**src/rtl/assert_macros.svh**
```systemverilog
// Assertion macros shared by the segmentation block's modules.
`ifndef ASSERT_MACROS_SVH
`define ASSERT_MACROS_SVH

// Checks that a condition holds at every clock edge outside reset.
`define SGSM_ASSERT_NOW(lbl, expr, msg) \
	lbl: assert property (@(posedge clk) disable iff (!arst_n) (expr)) else $error(msg);

// Checks that a condition at one edge implies a result at the next edge.
`define SGSM_ASSERT_NEXT(lbl, cond, expr, msg) \
	lbl: assert property (@(posedge clk) disable iff (!arst_n) (cond) |=> (expr)) else $error(msg);

`endif

```
**src/rtl/sgsm_pkg.sv**
```systemverilog
// Shared constants and types of the scan gap segmentation block.
package sgsm_pkg;

	// Widths fixed by the interface.
	localparam int GAP_W = 17;

	// Default geometry.
	localparam int COORD_BITS_DEF  = 18;
	localparam int MAX_OBJECTS_DEF = 1024;

	// Gap threshold after reset (6.0 m in Q9.8) and its square.
	localparam logic [GAP_W-1:0]   GAP_RESET    = GAP_W'(1536);
	localparam logic [2*GAP_W-1:0] GAP_SQ_RESET = (2*GAP_W)'(1536 * 1536);

	// Depth of the object queue; it must be a power of two of at least four.
	localparam int OBJ_FIFO_DEPTH = 4;

	// Objects written into the queue by one point.
	typedef struct packed {
		logic gap_obj;    // segment closed by a gap
		logic final_obj;  // last segment of the scan
	} sgsm_push_t;

endpackage

```
**src/rtl/sgsm_obj_fifo.sv**
```systemverilog
// Small object queue that takes up to two objects per cycle and gives one while the consumer is ready.
`include "assert_macros.svh"

module sgsm_obj_fifo #(
	parameter int DATA_W = 64
) (
	input  logic                clk,
	input  logic                arst_n,
	input  sgsm_pkg::sgsm_push_t push,
	input  logic [DATA_W-1:0]   data_a,
	input  logic [DATA_W-1:0]   data_b,
	output logic                space_ok,
	output logic                out_valid,
	input  logic                out_ready,
	output logic [DATA_W-1:0]   out_data
);

	localparam int DEPTH = sgsm_pkg::OBJ_FIFO_DEPTH;
	localparam int PTR_W = $clog2(DEPTH);
	localparam int CNT_W = PTR_W + 1;

	logic [DATA_W-1:0] mem_q [DEPTH];
	logic [PTR_W-1:0]  wr_ptr_q;
	logic [PTR_W-1:0]  rd_ptr_q;
	logic [CNT_W-1:0]  count_q;
	logic [PTR_W-1:0]  wr_ptr_p1;
	logic [CNT_W-1:0]  n_push;
	logic              pop;
	logic              any_push;

	// Push and pop bookkeeping.
	assign n_push    = CNT_W'(push.gap_obj) + CNT_W'(push.final_obj);
	assign any_push  = push.gap_obj | push.final_obj;
	assign pop       = out_valid & out_ready;
	assign wr_ptr_p1 = PTR_W'(wr_ptr_q + 1'b1);
	assign space_ok  = (count_q <= CNT_W'(DEPTH - 2));
	assign out_valid = (count_q != '0);
	assign out_data  = mem_q[rd_ptr_q];

	// Storage: the gap object goes first, the final object after it.
	always_ff @(posedge clk) begin
		if (push.gap_obj) begin
			mem_q[wr_ptr_q] <= data_a;
			if (push.final_obj) begin
				mem_q[wr_ptr_p1] <= data_b;
			end
		end else if (push.final_obj) begin
			mem_q[wr_ptr_q] <= data_b;
		end
	end

	// Pointers and fill count.
	always_ff @(posedge clk or negedge arst_n) begin
		if (!arst_n) begin
			wr_ptr_q <= '0;
			rd_ptr_q <= '0;
			count_q  <= '0;
		end else begin
			wr_ptr_q <= PTR_W'(wr_ptr_q + n_push[PTR_W-1:0]);
			if (pop) begin
				rd_ptr_q <= PTR_W'(rd_ptr_q + 1'b1);
			end
			count_q <= CNT_W'(count_q + n_push - CNT_W'(pop));
		end
	end

	`SGSM_ASSERT_NOW(a_fifo_bound, count_q <= CNT_W'(DEPTH), "object queue overflow")
	`SGSM_ASSERT_NOW(a_push_room, !any_push || (count_q <= CNT_W'(DEPTH - 2)), "push without room")

endmodule

```
**src/rtl/sgsm_point_proc.sv**
```systemverilog
// Input register, segment state and gap test for one point per cycle while the queue has room.
`include "assert_macros.svh"

module sgsm_point_proc #(
	parameter int COORD_BITS  = sgsm_pkg::COORD_BITS_DEF,
	parameter int MAX_OBJECTS = sgsm_pkg::MAX_OBJECTS_DEF,
	parameter int IDX_W       = $clog2(MAX_OBJECTS),
	parameter int OBJ_W       = 3 * COORD_BITS + IDX_W + 1
) (
	input  logic                         clk,
	input  logic                         arst_n,
	input  logic                         in_valid,
	output logic                         in_ready,
	input  logic signed [COORD_BITS-1:0] x_coord,
	input  logic signed [COORD_BITS-1:0] y_coord,
	input  logic signed [COORD_BITS-1:0] z_coord,
	input  logic                         scan_start,
	input  logic                         scan_end,
	input  logic                         cfg_we,
	input  logic [sgsm_pkg::GAP_W-1:0]   cfg_wdata,
	input  logic                         space_ok,
	output sgsm_pkg::sgsm_push_t         push,
	output logic [OBJ_W-1:0]             obj_a,
	output logic [OBJ_W-1:0]             obj_b
);

	localparam int GAP_W  = sgsm_pkg::GAP_W;
	localparam int DIFF_W = COORD_BITS + 1;
	localparam int EXT_W  = (DIFF_W > GAP_W) ? DIFF_W : GAP_W;
	localparam logic [IDX_W-1:0] IDX_MAX = IDX_W'(MAX_OBJECTS - 1);

	// Point register.
	logic                         valid_s1;
	logic signed [COORD_BITS-1:0] x_s1, y_s1, z_s1;
	logic                         start_s1, end_s1;

	// Segment state and configuration.
	logic signed [COORD_BITS-1:0] start_x_q, start_y_q, start_z_q;
	logic signed [COORD_BITS-1:0] end_x_q, end_y_q;
	logic                         in_scan_q;
	logic [IDX_W-1:0]             count_q;
	logic [GAP_W-1:0]             gap_q;
	logic [2*GAP_W-1:0]           thr_sq_q;

	// Datapath signals.
	logic                         go, active, joins, gap;
	logic signed [DIFF_W-1:0]     dx, dy;
	logic [DIFF_W-1:0]            adx, ady;
	logic [EXT_W-1:0]             adx_ext, ady_ext, gap_ext;
	logic [GAP_W-1:0]             adx_n, ady_n;
	logic [2*GAP_W-1:0]           sq_x, sq_y;
	logic [2*GAP_W:0]             sum_sq;
	logic signed [DIFF_W-1:0]     sum_ax, sum_ay, sum_bx, sum_by;
	logic signed [COORD_BITS-1:0] fs_x, fs_y, fs_z;
	logic [IDX_W-1:0]             count_b, count_next;

	function automatic logic [IDX_W-1:0] sat_inc(input logic [IDX_W-1:0] c);
		sat_inc = (c == IDX_MAX) ? c : IDX_W'(c + 1'b1);
	endfunction

	// Handshake: a held point moves on when the queue has room for two objects.
	assign go       = valid_s1 & space_ok;
	assign in_ready = !valid_s1 | go;
	assign active   = start_s1 | in_scan_q;

	// Planar gap test against the segment's last point.
	assign dx      = DIFF_W'(x_s1) - DIFF_W'(end_x_q);
	assign dy      = DIFF_W'(y_s1) - DIFF_W'(end_y_q);
	assign adx     = dx[DIFF_W-1] ? $unsigned(-dx) : $unsigned(dx);
	assign ady     = dy[DIFF_W-1] ? $unsigned(-dy) : $unsigned(dy);
	assign adx_ext = EXT_W'(adx);
	assign ady_ext = EXT_W'(ady);
	assign gap_ext = EXT_W'(gap_q);
	assign adx_n   = adx_ext[GAP_W-1:0];
	assign ady_n   = ady_ext[GAP_W-1:0];
	assign sq_x    = (2*GAP_W)'(adx_n) * (2*GAP_W)'(adx_n);
	assign sq_y    = (2*GAP_W)'(ady_n) * (2*GAP_W)'(ady_n);
	assign sum_sq  = {1'b0, sq_x} + {1'b0, sq_y};
	assign joins   = (adx_ext < gap_ext) && (ady_ext < gap_ext) && (sum_sq < {1'b0, thr_sq_q});
	assign gap     = !start_s1 && in_scan_q && !joins;

	// Segment that is open after this point; its end is always the point.
	assign fs_x = (start_s1 || gap) ? x_s1 : start_x_q;
	assign fs_y = (start_s1 || gap) ? y_s1 : start_y_q;
	assign fs_z = (start_s1 || gap) ? z_s1 : start_z_q;

	// Object numbers in order of emission.
	assign count_b    = gap ? sat_inc(count_q) : (start_s1 ? '0 : count_q);
	assign count_next = end_s1 ? sat_inc(count_b) : count_b;

	// Midpoints by floor halving of the sums.
	assign sum_ax = DIFF_W'(start_x_q) + DIFF_W'(end_x_q);
	assign sum_ay = DIFF_W'(start_y_q) + DIFF_W'(end_y_q);
	assign sum_bx = DIFF_W'(fs_x) + DIFF_W'(x_s1);
	assign sum_by = DIFF_W'(fs_y) + DIFF_W'(y_s1);

	assign obj_a = {sum_ax[DIFF_W-1:1], sum_ay[DIFF_W-1:1], start_z_q, count_q, 1'b0};
	assign obj_b = {sum_bx[DIFF_W-1:1], sum_by[DIFF_W-1:1], fs_z, count_b, 1'b1};

	assign push.gap_obj   = go & gap;
	assign push.final_obj = go & active & end_s1;

	// Point payload and segment coordinates.
	always_ff @(posedge clk) begin
		if (in_valid && in_ready) begin
			x_s1     <= x_coord;
			y_s1     <= y_coord;
			z_s1     <= z_coord;
			start_s1 <= scan_start;
			end_s1   <= scan_end;
		end
		if (go && active) begin
			start_x_q <= fs_x;
			start_y_q <= fs_y;
			start_z_q <= fs_z;
			end_x_q   <= x_s1;
			end_y_q   <= y_s1;
		end
	end

	// Control state and the threshold register.
	always_ff @(posedge clk or negedge arst_n) begin
		if (!arst_n) begin
			valid_s1  <= 1'b0;
			in_scan_q <= 1'b0;
			count_q   <= '0;
			gap_q     <= sgsm_pkg::GAP_RESET;
			thr_sq_q  <= sgsm_pkg::GAP_SQ_RESET;
		end else begin
			if (in_ready) begin
				valid_s1 <= in_valid;
			end
			if (go && active) begin
				in_scan_q <= !end_s1;
				count_q   <= count_next;
			end
			if (cfg_we) begin
				gap_q    <= cfg_wdata;
				thr_sq_q <= (2*GAP_W)'(cfg_wdata) * (2*GAP_W)'(cfg_wdata);
			end
		end
	end

	`SGSM_ASSERT_NOW(a_gap_in_scan, !push.gap_obj || (in_scan_q && !start_s1), "gap outside scan")
	`SGSM_ASSERT_NEXT(a_final_closes, push.final_obj, !in_scan_q, "scan left open")

endmodule

```
**src/rtl/scan_gap_segment_midpoints_unit.sv**
```systemverilog
// Top level of the lidar scan gap segmentation block.
//
// Points of a scan enter one per cycle while the queue has room; a point
// that joins the open segment or opens a scan gives no object, a gap gives
// one, and the scan's last point gives the final object as well. A point is
// held in one input register and tested there against the segment state, so
// with an empty queue its first object passes from that register into the
// queue and is offered on the output from there. The block sustains one
// point per cycle while the queue has room for two objects; the output side
// moves one object per cycle through a four-entry queue when the consumer is
// ready, so a point that closes two objects at once can hold back the input.
// The gap threshold may be written only while no points are in flight.

module scan_gap_segment_midpoints_unit #(
	parameter int COORD_BITS  = sgsm_pkg::COORD_BITS_DEF,
	parameter int MAX_OBJECTS = sgsm_pkg::MAX_OBJECTS_DEF,
	parameter int IDX_W       = $clog2(MAX_OBJECTS)
) (
	input  logic                         clk,
	input  logic                         arst_n,
	input  logic                         in_valid,
	output logic                         in_ready,
	input  logic signed [COORD_BITS-1:0] x_coord,
	input  logic signed [COORD_BITS-1:0] y_coord,
	input  logic signed [COORD_BITS-1:0] z_coord,
	input  logic                         scan_start,
	input  logic                         scan_end,
	output logic                         out_valid,
	input  logic                         out_ready,
	output logic signed [COORD_BITS-1:0] obj_x,
	output logic signed [COORD_BITS-1:0] obj_y,
	output logic signed [COORD_BITS-1:0] obj_z,
	output logic [IDX_W-1:0]             obj_index,
	output logic                         final_object,
	input  logic                         cfg_we,
	input  logic [sgsm_pkg::GAP_W-1:0]   cfg_wdata
);

	localparam int OBJ_W = 3 * COORD_BITS + IDX_W + 1;

	sgsm_pkg::sgsm_push_t push;
	logic [OBJ_W-1:0]     obj_a, obj_b, obj_head;
	logic                 space_ok;

	// Segment tracking and gap test.
	sgsm_point_proc #(
		.COORD_BITS  (COORD_BITS),
		.MAX_OBJECTS (MAX_OBJECTS),
		.IDX_W       (IDX_W),
		.OBJ_W       (OBJ_W)
	) u_proc (
		.clk        (clk),
		.arst_n     (arst_n),
		.in_valid   (in_valid),
		.in_ready   (in_ready),
		.x_coord    (x_coord),
		.y_coord    (y_coord),
		.z_coord    (z_coord),
		.scan_start (scan_start),
		.scan_end   (scan_end),
		.cfg_we     (cfg_we),
		.cfg_wdata  (cfg_wdata),
		.space_ok   (space_ok),
		.push       (push),
		.obj_a      (obj_a),
		.obj_b      (obj_b)
	);

	// Object queue toward the consumer.
	sgsm_obj_fifo #(
		.DATA_W (OBJ_W)
	) u_fifo (
		.clk       (clk),
		.arst_n    (arst_n),
		.push      (push),
		.data_a    (obj_a),
		.data_b    (obj_b),
		.space_ok  (space_ok),
		.out_valid (out_valid),
		.out_ready (out_ready),
		.out_data  (obj_head)
	);

	// Unpack the head object into its fields.
	assign obj_x        = obj_head[OBJ_W-1 -: COORD_BITS];
	assign obj_y        = obj_head[OBJ_W-1-COORD_BITS -: COORD_BITS];
	assign obj_z        = obj_head[OBJ_W-1-2*COORD_BITS -: COORD_BITS];
	assign obj_index    = obj_head[IDX_W:1];
	assign final_object = obj_head[0];

endmodule
```
**config.mk**
```make
export PLATFORM = sky130hd
export DESIGN_NAME = scan_gap_segment_midpoints_unit
export DESIGN_NICKNAME = d
export VERILOG_FILES = /design/src/rtl/sgsm_pkg.sv /design/src/rtl/sgsm_obj_fifo.sv /design/src/rtl/sgsm_point_proc.sv /design/src/rtl/scan_gap_segment_midpoints_unit.sv
export VERILOG_INCLUDE_DIRS = /design/src /design/src/rtl
export SDC_FILE = /design/constraint.sdc
export NUM_CORES = 2
export LEC_CHECK = 0
export BUFFER_PORTS_ARGS = -buffer_cell sky130_fd_sc_hd__buf_2
export CAP_MARGIN = 20
export CELL_PAD_IN_SITES_DETAIL_PLACEMENT = 1
export CELL_PAD_IN_SITES_GLOBAL_PLACEMENT = 1
export CORE_UTILIZATION = 52
export DETAILED_ROUTE_END_ITERATION = 16
export PLACE_DENSITY = 0.9
export SYNTH_ARGS = -nofsm -noshare
export SYNTH_HDL_FRONTEND = slang
export SYNTH_SLANG_ARGS = --single-unit
```
**constraint.sdc**
```tcl
create_clock -name clk -period 23.4 [get_ports clk]
set_clock_uncertainty 0.2 [all_clocks]
set_input_delay 2.34 -clock clk [delete_from_list [all_inputs] [get_ports clk]]
set_output_delay 2.34 -clock clk [all_outputs]
set_load 0.02 [all_outputs]
```
==> metrics.md <==
| Metric | Value |
|---|---|
| Status | finished clean |
| Worst hold path endpoint | u_fifo.mem_q[0][0] |
| Average wire length per cell after detail routing | 32.3 um |
| Final GP Congestion | 0.952 |
| Half-perimeter wire length after placement | 134 mm |
| Summed instance area of the synthesized netlist | 51800 sq um |
| TritonCTS clock tree | done |
| Fraction of final layout cells with drive strength greater than 1 | 8.49% |
| Post-synthesis instance total | 5118 |
| Synth Register Bits | 474 |
| Worst R2R Start | u_proc.x_s1[0] |
| Worst hold path depth | 2 |
| DIE HEIGHT | 318 um |
| Final wirelength | 211 mm |
| Setup TNS | 0 ps |
| Synth Net Count | 6324 |
| Rel. slew slack | 17.1% |
| Crit Reg-Reg Endpoint | u_fifo.mem_q[2][44] |
| Largest area contributor in the netlist | sky130_fd_sc_hd__fa_1 |
| Final worst path period share | 97.7% |
| Clock tree root driver cell | sky130_fd_sc_hd__clkbuf_16 |
| Antenna-violating nets left | 0 |
| Starting utilization of the core area | 52.5% |
| Global-route wire length before repair | 296 mm |
| Proportion of register bits with asynchronous set or reset after synthesis | 14.3% |
| Startpoint of the worst hold path | u_fifo.mem_q[0][0] |
| Area fraction of the dominant cell type after synthesis | 25.0% |
| Highest attainable clock frequency | 0.0437 GHz |
| Max FO, Critical Path | 48 |
| Count of unresolved DRC violations after routing | 0 |
| Setup bufs post-CTS | 0 |
| Core area | 98600 sq um |
| Via count of the first global-routing pass | 49100 |
| Crit path DAT | 23130 ps |
| Library cell with the highest instance count after synthesis | sky130_fd_sc_hd__inv_1 |
| Cell type with the highest occurrence count on the critical path | sky130_fd_sc_hd__o21ai_0 |
| Count of unique library cells instantiated by Yosys | 96 |
| Count of H-tree levels built during CTS | 2 |
| Post-synth EDFFs | 402 |
| Crit-path slowest cell | sky130_fd_sc_hd__nor2_1 |
| Sum of overflow across all layers after global routing | 0 |
| Max Transition Viols Final | 0 |
| Number of antenna violations at the first check in global routing | 21 |
| Clock latency at the later pin of the worst-skew pair | 670 ps |
| Sequential fraction of the synthesis area | 26.8% |
| Worst-case reg-to-reg path depth | 71 |
| Number of design-rule violations left by the first detailed-router iteration | 5982 |
| Final setup violation count | 0 |
| Setup slack of the worst register-to-register path | 540 ps |
| Pre-antenna DRT Iters | 14 |
| Path type of the worst min-delay path | flip-flop to flip-flop |
| Synthesis warning total | 0 |
| Final standard cell utilization of the core | 56.3% |
| Crit Path Category | flip-flop to flip-flop |
| Maximum number of buffers from clock root to sink | 3 |
| Signed area change from the synthesized netlist to the final layout | 7.22% |
| Number of clock sinks seen by CTS | 474 |
| IO Port Bufs | 144 |
| Clock period minus final worst setup slack | 22860 ps |
| Clock-pin slew on the worst setup and hold paths | 80 ps |
| Reported max-cap violation count | 0 |
| Die width | 318 um |
| Longest individual stage delay on the worst path | 880 ps |
| Routed vias/inst | 6.83 |
| Standard-cell row count | 115 |
| Hold Violations, Final | 0 |
| Pin count of the biggest net entering global routing | 88 |
| Main flop type after synthesis | sky130_fd_sc_hd__edfxtp_1 |
| Crit end category | flip-flop |
| Data required time at the worst endpoint | 23660 ps |
| Die area | 101000 sq um |
| Ranking of synthesized cells by area | sky130_fd_sc_hd__fa_1 (25%), sky130_fd_sc_hd__edfxtp_1 (23%), sky130_fd_sc_hd__ha_1 (12%) |
| Per-instance average area after synthesis | 10.1 sq um |
| CTS Buf Count | 48 |
| Final Net Count | 6407 |
| Category of the worst setup path launch point | flip-flop |
| Global-route usage over all layers | 38.7% |
| Number of top-level pins | 145 |
| Count of vias placed by the detailed router | 44700 |
| Most numerous cell types in the synthesized netlist | sky130_fd_sc_hd__inv_1 (1105), sky130_fd_sc_hd__fa_1 (646), sky130_fd_sc_hd__ha_1 (482), sky130_fd_sc_hd__nand2_1 (412), sky130_fd_sc_hd__edfxtp_1 (402) |
| Transition at the pin with the smallest max-transition slack | 1230 ps |
| Setup repair after global routing missed its margin | no |
[placed cells by master, fill, tap and decap left out, types with 17 or more instances in the layout]
cell type and instances:
sky130_fd_sc_hd__a21boi_0 17, sky130_fd_sc_hd__a21o_1 53, sky130_fd_sc_hd__a21oi_1 167, sky130_fd_sc_hd__a22o_1 25
sky130_fd_sc_hd__and2_1 65, sky130_fd_sc_hd__and3_1 19, sky130_fd_sc_hd__buf_2 143, sky130_fd_sc_hd__buf_4 62
sky130_fd_sc_hd__clkbuf_1 21, sky130_fd_sc_hd__clkbuf_16 49, sky130_fd_sc_hd__dfrtp_1 62, sky130_fd_sc_hd__edfxtp_1 402
sky130_fd_sc_hd__fa_1 646, sky130_fd_sc_hd__ha_1 482, sky130_fd_sc_hd__inv_1 1103, sky130_fd_sc_hd__mux2_2 42
sky130_fd_sc_hd__mux2i_1 38, sky130_fd_sc_hd__mux4_2 65, sky130_fd_sc_hd__nand2_1 408, sky130_fd_sc_hd__nand2b_1 37
sky130_fd_sc_hd__nand3_1 40, sky130_fd_sc_hd__nor2_1 310, sky130_fd_sc_hd__nor2b_1 26, sky130_fd_sc_hd__nor3_1 39
sky130_fd_sc_hd__o21a_1 30, sky130_fd_sc_hd__o21ai_0 214, sky130_fd_sc_hd__o21bai_1 33, sky130_fd_sc_hd__o22ai_1 164
sky130_fd_sc_hd__or3_1 19, sky130_fd_sc_hd__xnor2_1 127, sky130_fd_sc_hd__xor2_1 57
[registers in the layout, summed over array words and instances (netlist names)]
name              count
u_fifo.mem_q        260
u_proc.thr_sq_q      33
u_proc.end_x_q       18
u_proc.end_y_q       18
u_proc.start_x_q     18
u_proc.start_y_q     18
u_proc.start_z_q     18
u_proc.x_s1          18
u_proc.y_s1          18
u_proc.z_s1          18
u_proc.gap_q         16
u_proc.count_q       10
u_fifo.count_q        3
u_fifo.rd_ptr_q       2
u_fifo.wr_ptr_q       2
u_proc.end_s1         1
u_proc.in_scan_q      1
u_proc.start_s1       1
u_proc.valid_s1       1
[worst max path at each step]
stage / startpoint / depth (start not counted) / to
detailed placement: u_proc.x_s1[0] / 77 / u_fifo.mem_q[0][46]
finish: u_proc.x_s1[0] / 71 / u_fifo.mem_q[2][44]
CTS: u_proc.x_s1[0] / 77 / u_fifo.mem_q[1][44]
floorplan: u_proc.x_s1[0] / 79 / u_fifo.mem_q[0][46]
global route: u_proc.x_s1[0] / 77 / u_fifo.mem_q[2][44]
global placement: u_proc.x_s1[0] / 78 / u_fifo.mem_q[0][46]
[final cells by class]
class / instances / area, sq um
well taps: 1287 / 1610
multi-input cells: 3349 / 33100
inverters: 1122 / 4220
repair buffers: 206 / 1200
diodes: 10 / 25.0
flip-flops and latches: 474 / 13900
fillers: 10600 / 43100
clock inverters: 16 / 158
clock buffers: 74 / 1350
[through the flow]
step	std cells	cell area [sq um]	hold WS, ps	setup slack (ps)
after floorplan	5118	51800	218	6090
after global placement	6437	53900	231	4180
after detailed placement	6437	53900	253	2630
after CTS	6527	55500	273	1780
after global routing	6528	55500	285	136
final	6538	55500	287	538
[cells by family (layout without fill, tap and decap cells)]
logic type | count (synthesis) | after routing | synth area share [%]
compound gates | 849 | 849 | 10.4
xor+xnor | 189 | 189 | 3.25
fa+ha+maj | 1128 | 1128 | 36.6
buf+inv | 1295 | 1418 | 9.46
flops | 474 | 474 | 26.8
mux | 145 | 145 | 4.48
other cells | 0 | 10 | 0
simple gates | 1038 | 1038 | 9.04
[critical path: cells and delay by family, from the launching register on]
family / cells / cell delay [ps]
DFF: 1 / 460
muxes: 2 / 820
buffers and inverters: 10 / 2160
and+or+nand+nor: 11 / 3560
xor gates and xnor gates: 2 / 960
AOI/OAI and AO/OA: 33 / 8740
adders and majority gates: 13 / 5610
[timing repair]
item,CTS,global route
gates resized for setup,0,1
hold buffers,0,0
setup endpoints to repair,0,9
[routing by layer]
layer	track usage, %	share of wire [%]
met1	42.1	31
met2	64.0	46
met3	11.0	13
met4	29.7	10
met5	0	0.097
Power is not shown: default switching activity piles up to over one toggle a cycle in this logic, so the estimate is an artifact.
